<file path="src/sv/pab_pkg.sv">
`timescale 1ns / 1ps

package pab_pkg;

	typedef logic [7:0]       chan_t;
	typedef logic [3:0][7:0]  rgba_t;   // [0] red, [1] green, [2] blue, [3] alpha
	typedef logic [3:0][15:0] prod_t;   // per-channel c*f + 127

	localparam int unsigned CH_ALPHA = 3;

	// factor modes
	localparam logic [3:0] FM_ZERO        = 4'd0;
	localparam logic [3:0] FM_ONE         = 4'd1;
	localparam logic [3:0] FM_SRC_COL     = 4'd2;
	localparam logic [3:0] FM_INV_SRC_COL = 4'd3;
	localparam logic [3:0] FM_SRC_ALPHA   = 4'd4;
	localparam logic [3:0] FM_INV_SRC_A   = 4'd5;
	localparam logic [3:0] FM_DST_ALPHA   = 4'd6;
	localparam logic [3:0] FM_INV_DST_A   = 4'd7;
	localparam logic [3:0] FM_DST_COL     = 4'd8;
	localparam logic [3:0] FM_INV_DST_COL = 4'd9;
	localparam logic [3:0] FM_ALPHA_SAT   = 4'd10;
	localparam logic [3:0] FM_CONST       = 4'd11;
	localparam logic [3:0] FM_INV_CONST   = 4'd12;

	// combine ops
	localparam logic [2:0] OP_ADD     = 3'd0;
	localparam logic [2:0] OP_SUB     = 3'd1;
	localparam logic [2:0] OP_REV_SUB = 3'd2;
	localparam logic [2:0] OP_MIN     = 3'd3;
	localparam logic [2:0] OP_MAX     = 3'd4;

	// register indexes
	localparam logic [2:0] CFG_ENABLE   = 3'd0;
	localparam logic [2:0] CFG_SRC_MODE = 3'd1;
	localparam logic [2:0] CFG_DST_MODE = 3'd2;
	localparam logic [2:0] CFG_OP       = 3'd3;
	localparam logic [2:0] CFG_CONST    = 3'd4;

	typedef struct packed {
		logic        enable;
		logic [3:0]  src_mode;
		logic [3:0]  dst_mode;
		logic [2:0]  op;
		logic [31:0] const_col;
	} cfg_t;

endpackage

</file>
<file path="src/sv/pab_factor.sv">
`timescale 1ns / 1ps

// Blend factor select for all four channels, one mode.
module pab_factor (
	input  logic [3:0]     mode,
	input  logic [31:0]    const_col,
	input  pab_pkg::rgba_t src,
	input  pab_pkg::rgba_t dst,
	output pab_pkg::rgba_t factor
);

	pab_pkg::chan_t sat;
	pab_pkg::rgba_t cc;

	// min(src alpha, 1 - dst alpha)
	assign sat = (src[pab_pkg::CH_ALPHA] < ~dst[pab_pkg::CH_ALPHA]) ?
		src[pab_pkg::CH_ALPHA] : ~dst[pab_pkg::CH_ALPHA];

	for (genvar ch = 0; ch < 4; ch++) begin : g_ch
		assign cc[ch] = const_col[31 - 8 * ch -: 8];

		always_comb begin
			unique case (mode)
				pab_pkg::FM_ZERO:        factor[ch] = 8'd0;
				pab_pkg::FM_ONE:         factor[ch] = 8'd255;
				pab_pkg::FM_SRC_COL:     factor[ch] = src[ch];
				pab_pkg::FM_INV_SRC_COL: factor[ch] = ~src[ch];
				pab_pkg::FM_SRC_ALPHA:   factor[ch] = src[pab_pkg::CH_ALPHA];
				pab_pkg::FM_INV_SRC_A:   factor[ch] = ~src[pab_pkg::CH_ALPHA];
				pab_pkg::FM_DST_ALPHA:   factor[ch] = dst[pab_pkg::CH_ALPHA];
				pab_pkg::FM_INV_DST_A:   factor[ch] = ~dst[pab_pkg::CH_ALPHA];
				pab_pkg::FM_DST_COL:     factor[ch] = dst[ch];
				pab_pkg::FM_INV_DST_COL: factor[ch] = ~dst[ch];
				pab_pkg::FM_ALPHA_SAT:   factor[ch] = (ch == pab_pkg::CH_ALPHA) ? 8'd255 : sat;
				pab_pkg::FM_CONST:       factor[ch] = cc[ch];
				pab_pkg::FM_INV_CONST:   factor[ch] = ~cc[ch];
				default:                 factor[ch] = 8'd0;
			endcase
		end
	end

endmodule

</file>
<file path="src/sv/pab_div255.sv">
`timescale 1ns / 1ps

// floor(x / 255) per lane as (x + (x >> 8) + 1) >> 8, exact for x below 65280 (8-bit quotient).
module pab_div255 (
	input  pab_pkg::prod_t x,
	output pab_pkg::rgba_t q
);

	logic [3:0][16:0] t;

	for (genvar ch = 0; ch < 4; ch++) begin : g_ch
		assign t[ch] = {1'b0, x[ch]} + {9'd0, x[ch][15:8]} + 17'd1;
		assign q[ch] = t[ch][15:8];
	end

endmodule

</file>
<file path="src/sv/pab_combine.sv">
`timescale 1ns / 1ps

// Final combine of scaled source and destination; bypass when blending is off.
module pab_combine (
	input  pab_pkg::cfg_t  cfg,
	input  pab_pkg::rgba_t src,
	input  pab_pkg::rgba_t sc,
	input  pab_pkg::rgba_t dc,
	output pab_pkg::rgba_t result
);

	for (genvar ch = 0; ch < 4; ch++) begin : g_ch
		logic [8:0] sum;
		logic       a_gt_b;
		logic       a_lt_b;
		pab_pkg::chan_t blended;

		assign sum    = {1'b0, sc[ch]} + {1'b0, dc[ch]};
		assign a_gt_b = sc[ch] > dc[ch];
		assign a_lt_b = sc[ch] < dc[ch];

		always_comb begin
			case (cfg.op)
				pab_pkg::OP_SUB:     blended = a_gt_b ? sc[ch] - dc[ch] : 8'd0;
				pab_pkg::OP_REV_SUB: blended = a_lt_b ? dc[ch] - sc[ch] : 8'd0;
				pab_pkg::OP_MIN:     blended = a_lt_b ? sc[ch] : dc[ch];
				pab_pkg::OP_MAX:     blended = a_gt_b ? sc[ch] : dc[ch];
				default:             blended = sum[8] ? 8'd255 : sum[7:0]; // add, unused ops
			endcase
		end

		assign result[ch] = cfg.enable ? blended : src[ch];
	end

endmodule

</file>
<file path="src/sv/pixel_alpha_blend_unit_top.sv">
// Throughput: one pixel per cycle while in_stall is low; four register stages (factor
//   select, multiply, divide by 255, combine into the output register) advance
//   independently, and an accepted input reaches out_valid from the last of them.
// Stalls collapse bubbles: in_stall rises only when all four stages hold data.
// Reset (arst_n low, asynchronous): stage valids clear, config registers take their defaults.
`timescale 1ns / 1ps

module pixel_alpha_blend_unit_top (
	input  logic        clk,
	input  logic        arst_n,
	// configuration
	input  logic        cfg_wr_en,
	input  logic [2:0]  cfg_index,
	input  logic [31:0] cfg_data,
	// input channel
	input  logic        in_valid,
	output logic        in_stall,
	input  logic [7:0]  src_red,
	input  logic [7:0]  src_green,
	input  logic [7:0]  src_blue,
	input  logic [7:0]  src_alpha,
	input  logic [7:0]  dst_red,
	input  logic [7:0]  dst_green,
	input  logic [7:0]  dst_blue,
	input  logic [7:0]  dst_alpha,
	// output channel
	output logic        out_valid,
	input  logic        out_stall,
	output logic [7:0]  out_red,
	output logic [7:0]  out_green,
	output logic [7:0]  out_blue,
	output logic [7:0]  out_alpha
);

	pab_pkg::cfg_t cfg_q;

	// Register file. Writes must arrive only while the pipe is empty (the block does not
	// enforce this), since every stage reads the live values directly.
	always_ff @(posedge clk or negedge arst_n) begin
		if (!arst_n) begin
			cfg_q.enable    <= 1'b0;
			cfg_q.src_mode  <= pab_pkg::FM_ONE;
			cfg_q.dst_mode  <= pab_pkg::FM_ZERO;
			cfg_q.op        <= pab_pkg::OP_ADD;
			cfg_q.const_col <= 32'd0;
		end else if (cfg_wr_en) begin
			unique case (cfg_index)
				pab_pkg::CFG_ENABLE:   cfg_q.enable    <= cfg_data[0];
				pab_pkg::CFG_SRC_MODE: cfg_q.src_mode  <= cfg_data[3:0];
				pab_pkg::CFG_DST_MODE: cfg_q.dst_mode  <= cfg_data[3:0];
				pab_pkg::CFG_OP:       cfg_q.op        <= cfg_data[2:0];
				pab_pkg::CFG_CONST:    cfg_q.const_col <= cfg_data;
				default: ;
			endcase
		end
	end

	// ---------------------------------------------------------------
	// Stage advance. A stage loads when it is empty or its successor
	// loads; the output register loads when empty or not stalled.
	// ---------------------------------------------------------------
	logic v_s1, v_s2, v_s3, v_s4;
	logic en1, en2, en3, en4;

	assign en4      = !v_s4 || !out_stall;
	assign en3      = !v_s3 || en4;
	assign en2      = !v_s2 || en3;
	assign en1      = !v_s1 || en2;
	assign in_stall = !en1;

	always_ff @(posedge clk or negedge arst_n) begin
		if (!arst_n) begin
			v_s1 <= 1'b0;
			v_s2 <= 1'b0;
			v_s3 <= 1'b0;
			v_s4 <= 1'b0;
		end else begin
			if (en1) v_s1 <= in_valid;
			if (en2) v_s2 <= v_s1;
			if (en3) v_s3 <= v_s2;
			if (en4) v_s4 <= v_s3;
		end
	end

	// ---------------------------------------------------------------
	// Stage 1: capture pixels and both factor sets.
	// ---------------------------------------------------------------
	pab_pkg::rgba_t src_px, dst_px, sf, df;
	pab_pkg::rgba_t src_s1, dst_s1, sf_s1, df_s1;

	assign src_px = {src_alpha, src_blue, src_green, src_red};
	assign dst_px = {dst_alpha, dst_blue, dst_green, dst_red};

	pab_factor u_src_factor (
		.mode      (cfg_q.src_mode),
		.const_col (cfg_q.const_col),
		.src       (src_px),
		.dst       (dst_px),
		.factor    (sf)
	);

	pab_factor u_dst_factor (
		.mode      (cfg_q.dst_mode),
		.const_col (cfg_q.const_col),
		.src       (src_px),
		.dst       (dst_px),
		.factor    (df)
	);

	always_ff @(posedge clk) begin
		if (en1) begin
			src_s1 <= src_px;
			dst_s1 <= dst_px;
			sf_s1  <= sf;
			df_s1  <= df;
		end
	end

	// ---------------------------------------------------------------
	// Stage 2: 8x8 products with the rounding bias folded in.
	// Max value 255*255 + 127 fits 16 bits.
	// ---------------------------------------------------------------
	pab_pkg::prod_t sp_s2, dp_s2;
	pab_pkg::rgba_t src_s2;

	always_ff @(posedge clk) begin
		if (en2) begin
			for (int ch = 0; ch < 4; ch++) begin
				sp_s2[ch] <= ({8'd0, src_s1[ch]} * {8'd0, sf_s1[ch]}) + 16'd127;
				dp_s2[ch] <= ({8'd0, dst_s1[ch]} * {8'd0, df_s1[ch]}) + 16'd127;
			end
			src_s2 <= src_s1;
		end
	end

	// ---------------------------------------------------------------
	// Stage 3: divide by 255 (shift-add, no divider).
	// ---------------------------------------------------------------
	pab_pkg::rgba_t sq, dq;
	pab_pkg::rgba_t sq_s3, dq_s3, src_s3;

	pab_div255 u_src_div (.x(sp_s2), .q(sq));
	pab_div255 u_dst_div (.x(dp_s2), .q(dq));

	always_ff @(posedge clk) begin
		if (en3) begin
			sq_s3  <= sq;
			dq_s3  <= dq;
			src_s3 <= src_s2;
		end
	end

	// ---------------------------------------------------------------
	// Stage 4: combine into the output register.
	// ---------------------------------------------------------------
	pab_pkg::rgba_t res, res_s4;

	pab_combine u_combine (
		.cfg    (cfg_q),
		.src    (src_s3),
		.sc     (sq_s3),
		.dc     (dq_s3),
		.result (res)
	);

	always_ff @(posedge clk) begin
		if (en4) res_s4 <= res;
	end

	assign out_valid = v_s4;
	assign out_red   = res_s4[0];
	assign out_green = res_s4[1];
	assign out_blue  = res_s4[2];
	assign out_alpha = res_s4[3];

endmodule

</file>
<file path="config.mk">
export PLATFORM = sky130hd
export DESIGN_NAME = pixel_alpha_blend_unit_top
export DESIGN_NICKNAME = d
export VERILOG_FILES = /design/src/sv/pab_pkg.sv /design/src/sv/pab_factor.sv /design/src/sv/pab_div255.sv /design/src/sv/pab_combine.sv /design/src/sv/pixel_alpha_blend_unit_top.sv
export SDC_FILE = /design/constraint.sdc
export NUM_CORES = 2
export LEC_CHECK = 0
export ABC_AREA = 1
export BUFFER_PORTS_ARGS = -buffer_cell sky130_fd_sc_hd__buf_2
export CELL_PAD_IN_SITES_DETAIL_PLACEMENT = 0
export CELL_PAD_IN_SITES_GLOBAL_PLACEMENT = 1
export CORE_MARGIN = 1
export CORE_UTILIZATION = 44
export CTS_CLUSTER_DIAMETER = 60
export DETAILED_ROUTE_END_ITERATION = 7
export PLACE_DENSITY = 0.84
export SYNTH_ARGS = -nofsm -noshare
export SYNTH_HDL_FRONTEND = slang
export SYNTH_HIERARCHICAL = 1
export SYNTH_SLANG_ARGS = --single-unit
</file>
<file path="constraint.sdc">
create_clock -name clk -period 6.6 [get_ports clk]
set_clock_uncertainty 0.1 [all_clocks]
set_input_delay 0 -clock clk [delete_from_list [all_inputs] [get_ports clk]]
set_output_delay 0 -clock clk [all_outputs]
set_load 0.01 [all_outputs]
</file>
==> key figures <==
Status
  – Result of the run: complete, no violations

GRT
  – GRT Residual Overflow: 0
  – Number of antenna violations at the first check in global routing: 8
  – Maximum number of pins on one net before global-route repair: 130
  – Global-route wire length before repair: 219 mm
  – Number of global-route vias before repair: between 40000 and 50000
  – Combined global-route utilization of all metal layers: 23.8%

STA
  – Summed negative setup slack over all endpoints: 0 ns
  – Crit share post-route: 65.5%
  – Final worst setup slack: 2.28 ns
  – Final-report hold violation count: 0
  – Transition time of the tightest slew-check pin: 1.09 ns
  – Tightest slew margin relative to the limit: 26.8%
  – Final Max Slew Viols: 0
  – Peak Freq: ~230 MHz
  – Unrepaired setup endpoints after global routing: no
  – Crit path time final: 4.32 ns
  – Setup-violating endpoint count in the final report: 0

CTS
  – Root Buffer: sky130_fd_sc_hd__clkbuf_16
  – H-tree levels: 2
  – Buffer levels on the longest clock path: 3
  – Total of cells resized after clock tree synthesis: 0
  – Setup fix buffers added after clock tree synthesis: 0
  – Number of buffers inserted during clock tree synthesis: 60
  – Cts-stage hold buffer count: 137
  – Clock sink count: around 460
  – Clock slew seen by the registers of the worst setup and hold paths: roughly 0.060 ns
  – Source-to-sink clock delay at the later pin of the worst-skew pair: 0.66 ns
  – Clock tree from TritonCTS: yes

Critical path
  – Critical Path Sink Type: flip-flop
  – CP max stage delay: 0.56 ns
  – Worst path cell trace: nand2_1 -> fa_1 -> inv_1 -> fa_1 -> fa_1 -> inv_1 -> fa_1 -> inv_1 -> ha_1 -> nand2_1 -> nand2_1 -> nor2_1 -> inv_1 -> nand2_1 -> nand3_1 -> nand2_1 -> nand2_1
  – Crit Path Class: reg -> reg
  – CP max-delay cell: sky130_fd_sc_hd__edfxtp_1
  – Data arrival time of the critical path: around 4.6 ns
  – Slack of the worst reg-to-reg path: 2.28 ns
  – CP dominant cell by count: sky130_fd_sc_hd__nand2_1
  – Crit start category: flip-flop
  – Worst path required time: 6.89 ns
  – Highest net fanout along the worst path: 8

Final layout
  – Most common cell after layout, fill and taps aside: sky130_fd_sc_hd__nand2_1
  – Area Overhead vs Synth: 10.5%
  – Core occupancy in the finished layout: 49.1%
  – Commonest cells after routing, fill and taps aside: 2268 x sky130_fd_sc_hd__nand2_1, 1462 x sky130_fd_sc_hd__inv_1, 482 x sky130_fd_sc_hd__nor2_1
  – Registers with the most flip-flops: dp_s2: 64 flops, sp_s2: 64 flops, cfg_q: 44 flops
  – Layout cells sized above 1: 5.79%
  – Net count, final: 7897
  – Cell Count, Final, Fillers Out: 8566

Synth
  – Post-synth net total: between 7000 and 8000
  – Cell variety after synth: 52
  – Average instance area after synthesis: between 7 and 8 um2
  – Number of register bits inferred by synthesis: around 460
  – Share of flip-flops with an asynchronous set or reset after synthesis: 10.3%
  – Portion of the post-synthesis area used by sequential elements: 27.3%
  – Combined area of all synthesized cells: 0.0501 mm2
  – Number of synthesized flops with an enable pin: 416
  – Prevailing post-synth register cell: sky130_fd_sc_hd__edfxtp_1
  – Yosys warning count: 6
  – Instance count of the mapped netlist: ~7000

Detailed routing
  – Total iterations of the first detailed-routing run: 7
  – Residual antenna-violating net count after detailed routing: 0
  – Post-detailed-routing wire length: ~140 mm
  – Vias after detailed routing: 42800
  – DRC viols: 0
  – Routed wirelength normalized by instance count: approximately 16 um
  – DR iter-0 viols: around 3600
  – Number of vias per cell: 4.99

Job
  – Max Cap Violations: 0

Floorplanning
  – Core ar.: about 0.11 mm2
  – Starting density of the core: 44.4%
  – Die Outline Area: about 0.12 mm2
  – DIE WIDTH: 340 um
  – Height of the die: between 300 and 400 um
  – Number of rows in the core area: approximately 120
  – I/O pin cnt: around 140

Worst hold path
  – Worst min-delay path class: in -> reg

Placement
  – Worst setup timing slack at the placement stage: 2.25 ns
  – Final weighted congestion of routability-driven global placement: around 0.94
  – Detailed placer's ending HPWL: roughly 110 mm
  – Count of input and output buffers: 137
  – Total placed cells including tap cells: just over 8000
critical path: cells and delay by family (launching register included):
| family | cells | cell delay [ns] |
|---|---|---|
| flip-flops | 1 | 0.56 |
| adder cells (fa/ha/maj) | 5 | 2.37 |
| AND/OR/NAND/NOR | 8 | 0.82 |
| buffers and inverters | 4 | 0.22 |
per-layer routing:
layer / part of all wire (%) / global-route usage, % / vias to the layer above
met5: 0 / 0 / -
met4: 2.4 / 5.84 / 0
met3: 6.5 / 2.87 / 204
met2: 45 / 38.2 / 1334
met1: 46 / 34.0 / 19900
li1: - / - / 21300
Yosys cell counts (38+ instances only):
cell,number,area share [%]
sky130_fd_sc_hd__inv_1,1464,11
sky130_fd_sc_hd__xnor2_1,52,0.91
sky130_fd_sc_hd__ha_1,434,11
sky130_fd_sc_hd__nand2_1,2270,17
sky130_fd_sc_hd__clkbuf_1,132,0.99
sky130_fd_sc_hd__nand3_1,303,3.0
sky130_fd_sc_hd__buf_2,38,0.38
sky130_fd_sc_hd__xor2_1,53,0.93
sky130_fd_sc_hd__dfrtp_1,47,2.3
sky130_fd_sc_hd__nor2_1,482,3.6
sky130_fd_sc_hd__a21oi_1,197,2.0
sky130_fd_sc_hd__edfxtp_1,416,25
sky130_fd_sc_hd__o21ai_0,190,1.9
sky130_fd_sc_hd__fa_1,348,14
sky130_fd_sc_hd__nand4_1,85,1.1
layout make-up:
class	instances	area, um2
Antenna cell	3	7.51
Clock inverter	42	470
Sequential cell	464	13700
Tap cell	1500	1880
Inverter	1491	5600
Multi-Input combinational cell	4711	30000
Fill cell	11100	57400
Timing Repair Buffer	283	2120
Clock buffer	72	1590
path summary, 6_finish.rpt:
| kind | startpoint | endpoint | depth (start not counted) |
|---|---|---|---|
| min reg2reg | src_s2[25] | src_s3[25] | 0 |
| max in group asynchronous | arst_n | cfg_q[43] | 4 |
| max | sf_s1[24] | sp_s2[62] | 17 |
| min in group asynchronous | arst_n | cfg_q[14] | 4 |
| min | dst_green[5] | dst_s1[13] | 2 |
| max reg2reg | sf_s1[24] | sp_s2[62] | 17 |
stage by stage:
step	area (um2)	hold WS [ns]
2_1_floorplan	50100	-0.396
3_3_place_gp	52000	0.0925
3_5_place_dp	52000	0.0997
4_1_cts	55400	0.00906
5_1_grt	55400	0.0530
6_report	55400	0.0917
kinds of logic (layout without fill, tap and decap cells):
| family | count (synthesis) | in the layout | share of synthesized area [%] |
|---|---|---|---|
| compound gates | 484 | 484 | 5.20 |
| xor+xnor | 105 | 105 | 1.83 |
| fa+ha+maj | 782 | 782 | 24.7 |
| buf+inv | 1678 | 1888 | 12.8 |
| flops | 464 | 464 | 27.3 |
| mux | 28 | 28 | 0.794 |
| other cells | 0 | 3 | 0 |
| simple gates | 3312 | 3312 | 27.3 |
Power is left out: the tool's default activity adds up to more than one toggle a clock period on the data nets, which glitch-free logic cannot reach.
